**src/tekd_pkg.sv**
```systemverilog
package tekd_pkg;

  localparam int CmdW  = 2;
  localparam int CharW = 8;
  localparam int LenW  = 4;

  typedef enum logic [CmdW-1:0] {
    CmdChar    = 2'd0,
    CmdPoll    = 2'd1,
    CmdTimeout = 2'd2,
    CmdNone    = 2'd3
  } cmd_e;

  typedef enum logic [1:0] {
    ActReject = 2'd0,
    ActSave   = 2'd1,
    ActConv   = 2'd2
  } act_e;

  typedef struct packed {
    act_e             act;
    logic [CharW-1:0] res;
  } class_t;

  typedef struct packed {
    logic [LenW-1:0] seq_len;
    logic [LenW-1:0] replay_idx;
    logic            replaying;
  } status_t;

  localparam logic [CharW-1:0] ChNul  = 8'h00;
  localparam logic [CharW-1:0] ChEsc  = 8'h1B;
  localparam logic [CharW-1:0] ChLf   = 8'h0A;
  localparam logic [CharW-1:0] ChCr   = 8'h0D;
  localparam logic [CharW-1:0] ChLbrk = 8'h5B;
  localparam logic [CharW-1:0] ChO    = 8'h4F;
  localparam logic [CharW-1:0] ChA    = 8'h41;
  localparam logic [CharW-1:0] ChB    = 8'h42;
  localparam logic [CharW-1:0] ChC    = 8'h43;
  localparam logic [CharW-1:0] ChD    = 8'h44;
  localparam logic [CharW-1:0] ChF    = 8'h46;
  localparam logic [CharW-1:0] ChH    = 8'h48;
  localparam logic [CharW-1:0] ChTild = 8'h7E;
  localparam logic [CharW-1:0] Ch0    = 8'h30;
  localparam logic [CharW-1:0] Ch1    = 8'h31;
  localparam logic [CharW-1:0] Ch2    = 8'h32;
  localparam logic [CharW-1:0] Ch3    = 8'h33;
  localparam logic [CharW-1:0] Ch4    = 8'h34;
  localparam logic [CharW-1:0] Ch7    = 8'h37;
  localparam logic [CharW-1:0] Ch8    = 8'h38;

  localparam logic [CharW-1:0] CtrlA = 8'h01;
  localparam logic [CharW-1:0] CtrlB = 8'h02;
  localparam logic [CharW-1:0] CtrlD = 8'h04;
  localparam logic [CharW-1:0] CtrlE = 8'h05;
  localparam logic [CharW-1:0] CtrlF = 8'h06;
  localparam logic [CharW-1:0] CtrlN = 8'h0E;
  localparam logic [CharW-1:0] CtrlP = 8'h10;

  function automatic class_t classify(logic [LenW-1:0] len, logic [CharW-1:0] ch,
                                      logic [CharW-1:0] s1, logic [CharW-1:0] s2);
    class_t c;
    c.act = ActReject;
    c.res = ch;
    case (len)
      4'd1: begin
        if (ch inside {ChLbrk, ChO}) c.act = ActSave;
      end
      4'd2: begin
        case (ch)
          ChD: begin c.act = ActConv; c.res = CtrlB; end
          ChC: begin c.act = ActConv; c.res = CtrlF; end
          ChH: begin c.act = ActConv; c.res = CtrlA; end
          ChF: begin c.act = ActConv; c.res = CtrlE; end
          ChA: begin c.act = ActConv; c.res = CtrlP; end
          ChB: begin c.act = ActConv; c.res = CtrlN; end
          Ch1, Ch2, Ch3, Ch4, Ch7, Ch8: begin
            if (s1 == ChLbrk) c.act = ActSave;
          end
          default: c.act = ActReject;
        endcase
      end
      4'd3: begin
        if (ch == ChTild) begin
          case (s2)
            Ch3:      begin c.act = ActConv; c.res = CtrlD; end
            Ch1, Ch7: begin c.act = ActConv; c.res = CtrlA; end
            Ch4, Ch8: begin c.act = ActConv; c.res = CtrlE; end
            default:  c.act = ActReject;
          endcase
        end else if (ch == Ch0 && s2 == Ch2) begin
          c.act = ActSave;
        end
      end
      4'd4: begin
        if (ch inside {Ch0, Ch1}) c.act = ActSave;
      end
      4'd5: begin
        if (ch == ChTild) begin
          c.act = ActConv;
          c.res = ChNul;
        end
      end
      default: c.act = ActReject;
    endcase
    return c;
  endfunction

endpackage

```
**src/tekd_if.sv**
```systemverilog
interface tekd_in_if;
  logic                         valid;
  logic                         ready;
  logic [tekd_pkg::CmdW-1:0]    cmd;
  logic [tekd_pkg::CharW-1:0]   char_in;

  modport source (output valid, output cmd, output char_in, input ready);
  modport sink   (input valid, input cmd, input char_in, output ready);
endinterface

interface tekd_out_if;
  logic                         valid;
  logic                         ready;
  logic [tekd_pkg::CharW-1:0]   char_out;

  modport source (output valid, output char_out, input ready);
  modport sink   (input valid, input char_out, output ready);
endinterface

```
**src/terminal_escape_key_decoder.sv**
```systemverilog
// terminal escape-key decoder
// input channel in_i carries one transaction per keyboard event: cmd selects
// byte arrival, replay poll or input timeout, char_in holds the byte
// output channel out_o returns exactly one char_out per input transaction,
// 0 meaning nothing to deliver; xterm escape sequences collapse into single
// control characters, rejected sequences start their replay at once and go on on later polls
// an accepted transaction waits in the input register and is decoded from there
// throughput: one transaction per cycle while out_o does not stall; the input
// register feeds the decode logic and the saved-byte array, whose state updates
// in the same cycle as the result lands in the output register
// reset clears the sequence length, replay index, replay flag and saved bytes
// and empties both registers
// when out_o stalls, the result holds in the output register, the input
// register keeps one more transaction, and in_i.ready drops only when both
// are full
module terminal_escape_key_decoder #(
  parameter int SAVE_DEPTH = 8
) (
  input  logic        clk_i,
  input  logic        rst_ni,
  tekd_in_if.sink     in_i,
  tekd_out_if.source  out_o
);

  localparam int LenW = tekd_pkg::LenW;
  localparam logic [LenW-1:0] LenCap = LenW'((SAVE_DEPTH < 15) ? SAVE_DEPTH : 15);

  logic                         in_vld_q;
  logic [tekd_pkg::CmdW-1:0]    cmd_q;
  logic [tekd_pkg::CharW-1:0]   char_q;
  logic                         out_vld_q;
  logic [tekd_pkg::CharW-1:0]   char_out_q;
  logic                         adv;
  logic [tekd_pkg::CharW-1:0]   res;
  tekd_pkg::status_t            status;

  assign adv        = in_vld_q && (!out_vld_q || out_o.ready);
  assign in_i.ready = !in_vld_q || adv;

  always_ff @(posedge clk_i or negedge rst_ni) begin
    if (!rst_ni) begin
      in_vld_q <= 1'b0;
    end else if (in_i.ready) begin
      in_vld_q <= in_i.valid;
    end
  end

  always_ff @(posedge clk_i) begin
    if (in_i.valid && in_i.ready) begin
      cmd_q  <= in_i.cmd;
      char_q <= in_i.char_in;
    end
  end

  tekd_core #(
    .SAVE_DEPTH(SAVE_DEPTH)
  ) u_core (
    .clk_i    (clk_i),
    .rst_ni   (rst_ni),
    .step_i   (adv),
    .cmd_i    (cmd_q),
    .char_i   (char_q),
    .char_o   (res),
    .status_o (status)
  );

  always_ff @(posedge clk_i or negedge rst_ni) begin
    if (!rst_ni) begin
      out_vld_q <= 1'b0;
    end else if (!out_vld_q || out_o.ready) begin
      out_vld_q <= adv;
    end
  end

  always_ff @(posedge clk_i) begin
    if (adv) char_out_q <= res;
  end

  assign out_o.valid    = out_vld_q;
  assign out_o.char_out = char_out_q;

  a_adv_gives_result: assert property (@(posedge clk_i) disable iff (!rst_ni)
    adv |=> out_vld_q)
    else $error("decoded transaction did not reach the output register");

  a_accept_fills_input: assert property (@(posedge clk_i) disable iff (!rst_ni)
    (in_i.valid && in_i.ready) |=> in_vld_q)
    else $error("accepted transaction lost before decode");

  a_idle_poll_empty: assert property (@(posedge clk_i) disable iff (!rst_ni)
    (adv && !status.replaying && (cmd_q == tekd_pkg::CmdPoll))
      |=> (char_out_q == tekd_pkg::ChNul))
    else $error("poll without replay produced a character");

  a_counters_capped: assert property (@(posedge clk_i) disable iff (!rst_ni)
    (status.seq_len <= LenCap) && (status.replay_idx <= LenCap))
    else $error("sequence counters beyond cap");

endmodule

```
**src/tekd_core.sv**
```systemverilog
module tekd_core #(
  parameter int SAVE_DEPTH = 8
) (
  input  logic                         clk_i,
  input  logic                         rst_ni,
  input  logic                         step_i,
  input  logic [tekd_pkg::CmdW-1:0]    cmd_i,
  input  logic [tekd_pkg::CharW-1:0]   char_i,
  output logic [tekd_pkg::CharW-1:0]   char_o,
  output tekd_pkg::status_t            status_o
);

  localparam int LenW = tekd_pkg::LenW;
  localparam int IdxW = $clog2(SAVE_DEPTH);
  localparam logic [LenW:0]   DepthV = (LenW+1)'(SAVE_DEPTH);
  localparam logic [LenW-1:0] LenCap = LenW'((SAVE_DEPTH < 15) ? SAVE_DEPTH : 15);

  logic [LenW-1:0]            seq_q, seq_d;
  logic [LenW-1:0]            ri_q, ri_d;
  logic                       rep_q, rep_d;
  logic [tekd_pkg::CharW-1:0] saved_q [SAVE_DEPTH];

  logic                       wr_en;
  logic [IdxW-1:0]            wr_idx;
  logic [tekd_pkg::CharW-1:0] wr_data;
  logic [LenW-1:0]            seq_inc, ri_inc;
  logic                       can_save, is_poll;
  logic [tekd_pkg::CharW-1:0] rd_raw;
  tekd_pkg::class_t           cls;

  assign seq_inc  = (seq_q < LenCap) ? seq_q + LenW'(1) : seq_q;
  assign ri_inc   = (ri_q < LenCap) ? ri_q + LenW'(1) : ri_q;
  assign can_save = ({1'b0, seq_q} < DepthV);
  assign rd_raw   = ({1'b0, ri_q} < DepthV) ? saved_q[ri_q[IdxW-1:0]] : tekd_pkg::ChNul;
  assign cls      = tekd_pkg::classify(seq_q, char_i, saved_q[1], saved_q[2]);
  assign is_poll  = (cmd_i == tekd_pkg::CmdPoll) ||
                    ((cmd_i == tekd_pkg::CmdChar) && (char_i == tekd_pkg::ChNul));

  always_comb begin
    seq_d   = seq_q;
    ri_d    = ri_q;
    rep_d   = rep_q;
    wr_en   = 1'b0;
    wr_idx  = seq_q[IdxW-1:0];
    wr_data = char_i;
    char_o  = tekd_pkg::ChNul;
    if (cmd_i == tekd_pkg::CmdNone) begin
      char_o = tekd_pkg::ChNul;
    end else if (is_poll) begin
      if (rep_q) begin
        if (ri_q < seq_q) begin
          char_o = rd_raw;
          ri_d   = ri_inc;
        end else begin
          ri_d  = '0;
          rep_d = 1'b0;
          seq_d = '0;
        end
      end
    end else if (cmd_i == tekd_pkg::CmdTimeout) begin
      if (seq_q != '0) begin
        seq_d  = '0;
        char_o = tekd_pkg::ChEsc;
      end
    end else if (char_i == tekd_pkg::ChLf || char_i == tekd_pkg::ChCr) begin
      char_o = tekd_pkg::ChLf;
    end else if (seq_q != '0) begin
      case (cls.act)
        tekd_pkg::ActSave: begin
          wr_en = can_save;
          seq_d = seq_inc;
        end
        tekd_pkg::ActReject: begin
          // save the offending byte if room remains, then replay from the saved sequence
          wr_en = can_save;
          seq_d = seq_inc;
          rep_d = 1'b1;
          ri_d  = ri_inc;
          if (ri_q < seq_inc) begin
            char_o = (can_save && ri_q == seq_q) ? char_i : rd_raw;
          end
        end
        default: begin
          seq_d  = '0;
          char_o = cls.res;
        end
      endcase
    end else if (char_i == tekd_pkg::ChEsc) begin
      wr_en   = 1'b1;
      wr_idx  = '0;
      wr_data = tekd_pkg::ChEsc;
      seq_d   = LenW'(1);
    end else begin
      char_o = char_i;
    end
  end

  always_ff @(posedge clk_i or negedge rst_ni) begin
    if (!rst_ni) begin
      seq_q <= '0;
      ri_q  <= '0;
      rep_q <= 1'b0;
      for (int i = 0; i < SAVE_DEPTH; i++) begin
        saved_q[i] <= '0;
      end
    end else if (step_i) begin
      seq_q <= seq_d;
      ri_q  <= ri_d;
      rep_q <= rep_d;
      if (wr_en) saved_q[wr_idx] <= wr_data;
    end
  end

  assign status_o.seq_len    = seq_q;
  assign status_o.replay_idx = ri_q;
  assign status_o.replaying  = rep_q;

endmodule

```
**src/flat_wrapper.sv**
```systemverilog
// flat-port wrapper written by rule: the top's interface ports become plain ports
module terminal_escape_key_decoder_flat 
#(
  parameter int SAVE_DEPTH = 8
)
  (clk_i, rst_ni, in_i_valid, in_i_cmd, in_i_char_in, in_i_ready, out_o_valid, out_o_char_out, out_o_ready);
  tekd_in_if in_i_i ();
  tekd_out_if out_o_i ();
  input  logic clk_i;
  input  logic rst_ni;
  input wire logic [$bits(in_i_i.valid)-1:0] in_i_valid;
  input wire logic [$bits(in_i_i.cmd)-1:0] in_i_cmd;
  input wire logic [$bits(in_i_i.char_in)-1:0] in_i_char_in;
  output wire logic [$bits(in_i_i.ready)-1:0] in_i_ready;
  output wire logic [$bits(out_o_i.valid)-1:0] out_o_valid;
  output wire logic [$bits(out_o_i.char_out)-1:0] out_o_char_out;
  input wire logic [$bits(out_o_i.ready)-1:0] out_o_ready;
  assign in_i_i.valid = in_i_valid;
  assign in_i_i.cmd = in_i_cmd;
  assign in_i_i.char_in = in_i_char_in;
  assign in_i_ready = in_i_i.ready;
  assign out_o_valid = out_o_i.valid;
  assign out_o_char_out = out_o_i.char_out;
  assign out_o_i.ready = out_o_ready;
  terminal_escape_key_decoder #(.SAVE_DEPTH(SAVE_DEPTH)) u_core (.clk_i(clk_i), .rst_ni(rst_ni), .in_i(in_i_i), .out_o(out_o_i));
endmodule
```
**config.mk**
```make
export PLATFORM = sky130hd
export DESIGN_NAME = terminal_escape_key_decoder_flat
export DESIGN_NICKNAME = d
export VERILOG_FILES = /design/src/tekd_pkg.sv /design/src/tekd_if.sv /design/src/terminal_escape_key_decoder.sv /design/src/tekd_core.sv /design/src/flat_wrapper.sv
export SDC_FILE = /design/constraint.sdc
export NUM_CORES = 1
export LEC_CHECK = 0
export BUFFER_PORTS_ARGS = -buffer_cell sky130_fd_sc_hd__buf_2
export CAP_MARGIN = 10
export CORE_ASPECT_RATIO = 0.7
export CORE_UTILIZATION = 55
export DETAILED_ROUTE_END_ITERATION = 16
export PLACE_DENSITY = 0.82
export SYNTH_ARGS = -nofsm -noshare
export SYNTH_HDL_FRONTEND = slang
export SYNTH_SLANG_ARGS = --single-unit
```
**constraint.sdc**
```tcl
create_clock -name clk_i -period 9.25 [get_ports clk_i]
set_input_delay 1.85 -clock clk_i [delete_from_list [all_inputs] [get_ports clk_i]]
set_output_delay 1.85 -clock clk_i [all_outputs]
set_load 0.02 [all_outputs]
```
==> reports/metrics.cfg <==
[sta]
tightest_slew_ps=1023
hold_viol_final=0
setup_viol=0
fin_crit_ps=4150
slew_headroom_pct=31.80
drv_slew=0
grt_setup_unrepaired=false
max_freq_mhz=241.0
fin_crit_sh_pct=44.86
clock_skew_ps=7.228
fin_setup_tns_ps=0

[cts]
clkSinkCount=93
cts.path.max_buffers=2
clk_latency_ps=350
cts_tree=built
post_cts_buffers=0
clkTransAtPathRegs_ps=70
cts_resized=0
cts-root-buf=clkbuf_16
numCtsBuffers=9
cts_htree_levels=3
cts_hold_buf=0

[status]
status=finished, final reports clean

[cells_and_area]
nFillCells=800
nets=530
drive_gt1_share_pct=25.74
syn_to_final_growth_pct=7.895
fin_area_um2=5933
antenna_cells=0

[worst_setup_path]
cp_cell_sequence=buf_2 > nand3b_1 > buf_2
cp_max_fo=3
slowest_delay_ps=180
timing.rr.end=u_core.out_o.char_out[0]
cp-start-kind=input port
reg2reg_depth=7
worst_setup_path_end_kind=output pin
crit_required_ps=7400
crit_arrival_ps=2300
path_common_cell=buf_2
reg2reg_from=u_core.char_q[2]
regToRegSetupSlack_ps=5380
worstSetupPathType=input port to output pin
critPathSlowestCell=buf_2

[run]
cap_viol_max_count=0

[yosys]
synth_ff_type=dfrtp_1
synth_common_cells=75 x dfrtp_1, 55 x mux2_2, 39 x nand2_1
synth-compound-area-share_pct=12.86
synth.most_common_cell=dfrtp_1
muxShareOfSynthArea_pct=19.09
async_reset_ff_share_pct=80.65
synth_cell_types=73
synth_xor_area_share_pct=0.6371
synth_top_family_by_area=multiplexers
synth-seq-cells=93
yosys.area.top_type=dfrtp_1
ys_top_cells_by_area=dfrtp_1 34%, mux2_2 11%, edfxtp_1 9.8%
yosys_warnings=0
synth.net_count=529
synth_edf_count=18
netlist_area_um2=5499
synth_area_per_cell_um2=10.93
seq_area_frac_synth_pct=43.96
synthSimpleGateAreaFrac_pct=16.79
synthDominantCellAreaShare_pct=34.13
synthAdderAreaFrac_pct=2.730
syn_inst=503

[place]
place_congestion=0.9749
dpl_cell_area_um2=5632
hpwlAfterDp_um=10790
port_buffers=23

[pwr]
pwr-share-clk_pct=26.8
p_sw_uw=506.2
combPwrFrac_pct=31.8
power.density_nw_per_um2=236.6
sw_frac_of_total_pct=36.06
seqPwrFrac_pct=41.4
internal_power_uw=897.4
cellLeakagePower_uw=0.002560
ir_drop_mv=0.1393

[floorplan]
dieHeight_um=85.66
dieArea_um2=10410
std_cell_rows=30
die_x_um=121.5
num_io_pins=24
core_area_um2=9684
initial_utilization_pct=56.78

[grt]
grt_start_max_net_pins=76
grt_pass1_wl_um=24100
grt_pass1_vias=4116
antenna_found_initial=0
overflow=0
grt_usage_pct=32.11

[routing]
vias=4285
ant_nets=0
wirelength_um=15390
wl_per_cell_um=24.17
drc_errors=0
post_drt_via_cell_ratio=6.727
dr.first_iter.drc_count=538
firstDrtPassIters=5

[worst_hold_path]
hold_depth=2
worstHoldEndpoint=u_core.u_core.saved_q[22]
holdCritPathClass=flop to flop
hp-start=u_core.u_core.saved_q[22]

-- registers in the layout (all words and copies together), names as in the netlist --
| register | cells |
|---|---|
| u_core.u_core.saved_q | 64 |
| u_core.char_q | 8 |
| u_core.out_o.char_out | 8 |
| u_core.u_core.ri_q | 4 |
| u_core.u_core.seq_q | 4 |
| u_core.cmd_q | 2 |
| u_core.in_vld_q | 1 |
| u_core.out_o.valid | 1 |
| u_core.u_core.rep_q | 1 |
-- per-stage QoR --
step | hold WS (ps) | total power, µW | setup WS [ps] | utilization, % | instances
after CTS | 486.6 | 1396 | 5099 | 61.27 | 637
after detailed placement | 472.1 | 1021 | 5101 | 58.15 | 621
after global placement | 457.9 | 1004 | 5110 | 58.15 | 621
after global routing | 525.9 | 1467 | 5049 | 61.27 | 637
after floorplan | 444.6 | 877.6 | 5272 | - | 503
final | 492.5 | 1404 | 5100 | 61.27 | 637
-- power groups by stage --
| stage | registers (µW) | clock network [µW] | logic [µW] |
|---|---|---|---|
| 2_1_floorplan | 544 | 0 | 334 |
| 3_3_place_gp | 580 | 0 | 424 |
| 3_5_place_dp | 586 | 0 | 436 |
| 4_1_cts | 578 | 380 | 437 |
| 5_1_grt | 590 | 395 | 481 |
| 6_report | 581 | 376 | 447 |
-- kinds of logic after synthesis --
| logic type | count (synthesis) |
|---|---|
| AO/OA/AOI/OAI | 108 |
| multiplexers | 78 |
| adder cells (fa/ha/maj) | 12 |
| buffers and inverters | 49 |
| flip-flops | 93 |
| XOR/XNOR | 4 |
| AND/OR/NAND/NOR | 159 |
-- layout by cell type (no fill, tap or decap), drive strengths merged, types with 3 or more instances in the layout --
cell,netlist,routed
a211o,3,3
buf,17,26
nand3b,4,4
o22ai,5,5
ha,12,12
nor2b,7,7
nand4b,4,4
nand2,40,40
mux4,16,16
or2,3,3
mux2,55,55
nor2,26,26
a21o,3,3
o31ai,5,5
nor4,7,7
clkbuf,19,11
a32oi,3,3
a22o,3,3
and3,4,4
a31oi,5,5
or4b,4,4
edfxtp,18,18
dfrtp,75,75
o21ai,30,30
and2,8,8
a21oi,27,27
nand2b,8,8
inv,13,16
a211oi,3,3
mux2i,7,7
or3,3,3
nor3,12,12
or3b,3,3
nand3,14,14
-- critical path, delay by kind of cell --
family | cells | cell delay (ps)
buffers and inverters | 2 | 280
AND/OR/NAND/NOR | 1 | 170
-- routing by layer --
metal	global-route usage (%)	vias up	wire (µm)
li1	-	1884	-
met1	45.93	2116	6682
met2	44.16	256	6461
met3	13.43	29	1952
met4	9.877	0	297
met5	0	-	0
-- final cells by class --
type	count	area [µm²]	area share [%]
Clock buffer	11	264.0	4.450
Clock inverter	5	37.54	0.6326
Inverter	13	48.80	0.8224
Multi-Input combinational cell	361	2865	48.29
Sequential cell	93	2417	40.74
Tap cell	128	160.2	2.699
Timing Repair Buffer	26	140.1	2.362
-- worst max path at each step --
stage / startpoint / end / slack, ps / cells past startpoint
after floorplan: out_o_ready / in_i_ready / 5270 / 1
after global placement: out_o_ready / in_i_ready / 5110 / 3
after detailed placement: out_o_ready / in_i_ready / 5100 / 3
after CTS: out_o_ready / in_i_ready / 5100 / 3
after global routing: out_o_ready / in_i_ready / 5050 / 3
final: out_o_ready / in_i_ready / 5100 / 3
(Power assumes the default switching activity.)
